--- config.mk ---
export PLATFORM = sky130hd
export DESIGN_NAME = prbf_ctrl
export DESIGN_NICKNAME = d
export VERILOG_FILES = /design/src/prbf_pkg.sv /design/src/prbf_ctrl.sv
export SDC_FILE = /design/constraint.sdc
export NUM_CORES = 1
export LEC_CHECK = 0
export BUFFER_PORTS_ARGS = -buffer_cell sky130_fd_sc_hd__buf_4
export CORE_AREA = 2 2 39 41
export DETAILED_ROUTE_END_ITERATION = 10
export DIE_AREA = 0 0 41 43
export SLEW_MARGIN = 20
export SYNTH_ARGS = -nofsm -noshare
export SYNTH_HDL_FRONTEND = slang
export SYNTH_SLANG_ARGS = --single-unit
--- constraint.sdc ---
create_clock -name clk -period 1.7 [get_ports clk]
set_input_delay 0.425 -clock clk [delete_from_list [all_inputs] [get_ports clk]]
set_output_delay 0.425 -clock clk [all_outputs]
set_load 0.02 [all_outputs]
--- src/prbf_pkg.sv ---
// Shared types and constants of the port range bitmap filter.
// No dependencies; every other file of the block but prbf_ram imports this package.
package prbf_pkg;

    localparam int PORT_W      = 16;
    localparam int OP_W        = 2;
    localparam int SEL_W       = 3;
    localparam int NUM_SETS    = 6;
    localparam int TDATA_IN_W  = 64;
    localparam int TUSER_IN_W  = 5;
    localparam int TDATA_OUT_W = 8;
    localparam int TUSER_OUT_W = 1;

    // Item kinds carried in the low bits of the slave-side tuser
    localparam logic [OP_W-1:0] OP_CLEAR    = 2'd0;
    localparam logic [OP_W-1:0] OP_ADD      = 2'd1;
    localparam logic [OP_W-1:0] OP_CLASSIFY = 2'd2;

    // Bitmap selectors
    localparam logic [SEL_W-1:0] SET_INC_ANY = 3'd0;
    localparam logic [SEL_W-1:0] SET_INC_A   = 3'd1;
    localparam logic [SEL_W-1:0] SET_INC_B   = 3'd2;
    localparam logic [SEL_W-1:0] SET_EXC_ANY = 3'd3;
    localparam logic [SEL_W-1:0] SET_EXC_A   = 3'd4;
    localparam logic [SEL_W-1:0] SET_EXC_B   = 3'd5;
    localparam logic [SEL_W-1:0] SET_LIMIT   = 3'd6;

    typedef enum logic [2:0] {
        S_INIT,
        S_IDLE,
        S_CLEAR,
        S_ADD_RD,
        S_ADD_WR,
        S_CLS_RD,
        S_CLS_EV,
        S_RESULT
    } prbf_state_t;

    typedef struct packed {
        logic capture;
        logic sweep_step;
        logic add_read;
        logic add_write;
        logic eval;
        logic load_out;
    } prbf_cmd_t;

    typedef struct packed {
        logic [OP_W-1:0] in_op;
        logic            in_bad_range;
        logic            in_sel_ok;
        logic            sweep_end;
        logic            add_end;
        logic            out_free;
    } prbf_stat_t;

endpackage

--- src/prbf_ctrl.sv ---
// Sequencer of the port range bitmap filter: walks each item through its steps.
// Depends on prbf_pkg for the state, command and status types.
module prbf_ctrl
    import prbf_pkg::*;
(
    input  logic       clk,
    input  logic       rst_n,
    input  logic       s_tvalid,
    output logic       s_tready,
    input  prbf_stat_t stat,
    output prbf_cmd_t  cmd
);

    prbf_state_t state_reg;
    prbf_state_t state_next;

    always_ff @(posedge clk or negedge rst_n)
    begin
        if (!rst_n)
        begin
            state_reg <= S_INIT;
        end
        else
        begin
            state_reg <= state_next;
        end
    end

    always_comb
    begin
        state_next = state_reg;
        cmd        = '0;
        s_tready   = 1'b0;
        case (state_reg)
            S_INIT:
            begin
                cmd.sweep_step = 1'b1;
                if (stat.sweep_end)
                begin
                    state_next = S_IDLE;
                end
            end
            S_IDLE:
            begin
                s_tready = 1'b1;
                if (s_tvalid)
                begin
                    cmd.capture = 1'b1;
                    case (stat.in_op)
                        OP_CLEAR:    state_next = S_CLEAR;
                        OP_CLASSIFY: state_next = S_CLS_RD;
                        OP_ADD:
                        begin
                            if (stat.in_bad_range || !stat.in_sel_ok)
                            begin
                                state_next = S_RESULT;
                            end
                            else
                            begin
                                state_next = S_ADD_RD;
                            end
                        end
                        default:     state_next = S_RESULT;
                    endcase
                end
            end
            S_CLEAR:
            begin
                cmd.sweep_step = 1'b1;
                if (stat.sweep_end)
                begin
                    state_next = S_RESULT;
                end
            end
            S_ADD_RD:
            begin
                cmd.add_read = 1'b1;
                state_next   = S_ADD_WR;
            end
            S_ADD_WR:
            begin
                cmd.add_write = 1'b1;
                state_next    = stat.add_end ? S_RESULT : S_ADD_RD;
            end
            S_CLS_RD:
            begin
                state_next = S_CLS_EV;
            end
            S_CLS_EV:
            begin
                cmd.eval   = 1'b1;
                state_next = S_RESULT;
            end
            S_RESULT:
            begin
                if (stat.out_free)
                begin
                    cmd.load_out = 1'b1;
                    state_next   = S_IDLE;
                end
            end
            default:
            begin
                state_next = S_IDLE;
            end
        endcase
    end

`ifndef NO_ASSERTIONS
    // A word write always follows the read of that same word
    a_add_order: assert property (@(posedge clk) disable iff (!rst_n)
        state_reg == S_ADD_WR |-> $past(state_reg) == S_ADD_RD)
        else $error("word write without preceding read");

    // Classification evaluates only once the bitmap words have been read
    a_cls_order: assert property (@(posedge clk) disable iff (!rst_n)
        state_reg == S_CLS_EV |-> $past(state_reg) == S_CLS_RD)
        else $error("classify evaluated before read");

    // A result is loaded only when the output stage can take it
    a_load_free: assert property (@(posedge clk) disable iff (!rst_n)
        cmd.load_out |-> stat.out_free)
        else $error("result loaded into occupied output stage");
`endif

endmodule

Word level (Yosys, flattened, before mapping)
Cells that the tools add are included.

Flip-flop bits (word level): 3. Output and inout port bits: 7. Logic and storage cells: 37. Input bits: 10.

Multiplexer cells: 17. Reductions and logical operators: 6. Equal/unequal tests: 13.

Operator list (number): 3-bit one-hot mux with 8 select lines (1); 3-bit two-way mux (6); 3-bit equality test (second input constant) (4); 1-bit two-way mux (9); 3-bit one-hot mux with 3 select lines (1); 2-bit inequality test (second input constant) (4); 3-bit by 2-bit equality test with 1-bit output (second input constant) (2); 4-bit AND reduction (1); 3-bit by 1-bit equality test with 1-bit output (second input constant) (1); 3-bit zero test (1); 2-bit by 1-bit equality test with 1-bit output (second input constant) (1); 2-bit equality test (second input constant) (1); 2-bit zero test (1); 2-bit OR reduction (1); 1-bit zero test (1); 1-bit logical OR (1).

Depth between registers and ports, before layout
Word-level depth: 6. Depth in mapped cells: 5. Depth with buffers taken out: 4.

Worst setup path after synthesis
No wires, ideal clock.

Path kind: flip-flop to output port. Start: reg state_reg[2]. End: out cmd[5] (netlist bit). Data arrival time: 1440 ps. Path slack: -165 ps. Required time: 1275 ps. Path buffers: 1. Stages on the path, launching flop included: 4. Path through: dfrtp_1 -> buf_4 -> nor3b_1 -> and2_1.

RTL lines: start: declaration (RTL line prbf_ctrl.sv:14) `prbf_state_t state_reg;`; start signal: assignment (RTL line prbf_ctrl.sv:25) `state_reg <= state_next;`; end: declaration (RTL line prbf_ctrl.sv:11) `output prbf_cmd_t cmd`.

==> results.json <==
{
  "grt_overflow": 0,
  "swShare_pct": 45.4,
  "netlist.area_leader.share_pct": 26.9,
  "io_buffers": 16,
  "cp.required_ps": 1270,
  "fmax_ghz": 0.611,
  "cts_sinks": 3,
  "cts-root-buf": "clkbuf_4",
  "netlist_area_um2": 279,
  "crit_path_start_kind": "flop",
  "diodes": 0,
  "busiest_layer": "met1",
  "power_frac_seq_pct": 27.2,
  "crit_path_cell_trace": "nor3b_2, and2_1, buf_4",
  "wl_per_cell_um": 9.63,
  "crit_family": "flip-flops",
  "drt_wl_total_um": 703,
  "crit_buf_inv": 1,
  "synth_seq_cells": 3,
  "nFillCells": 153,
  "grt_pass1_vias": 255,
  "drc": 0,
  "yosys_warnings": 0,
  "worst_pin_slew_ps": 351,
  "cts_tree": "done",
  "path_class": "flop to primary output",
  "die_h_um": 43,
  "ys_types": 19,
  "dr.pass1.iters": 2,
  "grt_pass1_wl_mm": 1.01,
  "netlist_instances": 38,
  "drv_cap": 0,
  "grt_max_degree": 13,
  "synth-compound-area-share_pct": 26.0,
  "synth-xor-area-share_pct": 0,
  "grtUsageMet3_pct": 0,
  "avgSynthCellArea_um2": 7.34,
  "multi_input_comb_area_um2": 181,
  "clockBufferDepth": 2,
  "nets": 68,
  "setup_viol": 0,
  "arrival_ps": 1210,
  "worstSetupEndpointType": "primary output",
  "grtUsageMet2_pct": 11.3,
  "synth_area_leaders": "dfrtp_1, nor2_1, o21ai_0",
  "drive_gt1_share_pct": 45.6,
  "use_met1_pct": 12.1,
  "hold_violations": 0,
  "synth_mux_area_share_pct": 0,
  "gp_congestion": 0.806,
  "timing.final.crit_share_pct": 96.2,
  "fp.dieW_um": 41,
  "postCtsSetupBuffers": 0,
  "p_per_area_nw_per_um2": 1650,
  "comb_power_share_pct": 55.7,
  "start_util_pct": 20.2,
  "setup-tns-final_ps": 0,
  "max-vdd-ir-drop_mv": 0.533,
  "final_util_pct": 32.5,
  "power.switching_w": 0.000337,
  "vias_per_cell": 4.51,
  "path_max_fanout": 12,
  "rsz0062_at_grt": "no",
  "most-common-layout-cells": "buf_4, nor2_1, o21ai_0",
  "pwr-share-clk_pct": 17.1,
  "ys_seq_area_share_pct": 26.9,
  "p_int_w": 0.000404,
  "clock_skew_ps": 1.66,
  "final-seq-area_um2": 77.6,
  "synth_adder_area_share_pct": 0,
  "num_rows": 14,
  "die_area_um2": 1760,
  "area_growth_pct": 61.4,
  "leakagePower_nw": 0.215,
  "period_minus_slack_ps": 1640,
  "clk-insertion-delay-late_ps": 230,
  "clk_pin_slew_ps": 40,
  "crit_path_top_delay_cell": "dfrtp_2",
  "drv_slew": 0,
  "yosys.area_share.simple_pct": 37.2,
  "drtIter0Drc": 1,
  "vias": 329,
  "h-tree-depth": 1,
  "drtAntennaViolNets": 0,
  "cts_inserted_buffers": 3,
  "hp-class": "input pin to async pin",
  "ios": 17,
  "synth-edff-count": 0,
  "antenna_found_initial": 0,
  "status": "finished, final reports clean",
  "core_um2": 1380,
  "final_common_cell": "buf_4",
  "slowest_delay_ps": 480,
  "synth_ff_type": "dfrtp_1",
  "synth_top_family_by_area": "simple AND/OR/NAND/NOR gates",
  "track_usage_pct": 8.27,
  "synth_top_area_cell": "dfrtp_1",
  "largest_reg_flops": 3,
  "async_flop_share_pct": 100,
  "relSlewSlack_pct": 76.3,
  "syn-num-nets": 48
}
==> layout make-up <==
cell class | count | area share [%]
multi-input combinational | 30 | 40.3
sequential | 3 | 17.2
clock buffer | 4 | 5.83
tap | 16 | 4.44
timing repair buffer | 18 | 30.6
inverter | 2 | 1.67
==> worst reg2reg max path: stages, from the launching register on <==
cell and delay (ps):
dfrtp_2 480, nand2_1 170, nor2_1 70, a211o_1 310, o31ai_2 210
==> power by group through the flow <==
stage / clock, W / sequential (W) / combinational, W
after floorplan: 0 / 0.000130 / 0.000354
after global placement: 0 / 0.000193 / 0.000413
after detailed placement: 0 / 0.000198 / 0.000413
after CTS: 0.000130 / 0.000196 / 0.000416
after global routing: 0.000131 / 0.000211 / 0.000450
final: 0.000126 / 0.000202 / 0.000413
==> worst paths after layout <==
check / from / endpoint / slack [ps] / cells after the start
worst max-delay path: state_reg[2] / cmd[5] / 60 / 3
worst min-delay path: rst_n / state_reg[0] / 520 / 2
worst max register to register: state_reg[1] / state_reg[1] / 360 / 4
worst min register to register: state_reg[1] / state_reg[1] / 620 / 1
max in group asynchronous: rst_n / state_reg[1] / 1080 / 2
min in group clk: stat[0] / state_reg[1] / 540 / 4
==> logic make-up after synthesis <==
| kind of cell | Yosys count |
|---|---|
| AOI/OAI and AO/OA | 11 |
| buffers and inverters | 5 |
| DFF | 3 |
| and+or+nand+nor | 19 |
==> cell usage after synthesis, types with 2 or more instances <==
library cell and n:
nor3b_1 2, nor2_1 7, a21oi_1 3, o21ai_0 5
buf_4 2, inv_1 2, dfrtp_1 3, nand2_1 3
==> per-layer routing <==
layer  wire length [um]  share of wire (%)
met5                  0                  0
met4                 14                2.0
met3                 41                5.8
met2                349                 50
met1                297                 42
==> repair_timing <==
action                                 CTS  global route
resized for setup                        0             2
setup endpoints to repair                0             4
hold buffers                             1             0
endpoints found under the hold margin    3             0
==> stage by stage <==
| stage | hold slack (ps) | std cells | power, W | worst slack (ps) | instance area, um^2 |
|---|---|---|---|---|---|
| floorplan | 129 | 38 | 0.000484 | 75.3 | 284 |
| global placement | 215 | 68 | 0.000606 | 284 | 412 |
| detailed placement | 216 | 68 | 0.000611 | 252 | 412 |
| CTS | 512 | 73 | 0.000742 | 6.76 | 448 |
| global route | 521 | 73 | 0.000792 | 19.1 | 450 |
| finish | 517 | 73 | 0.000741 | 64.3 | 450 |
(Power assumes the default switching activity.)
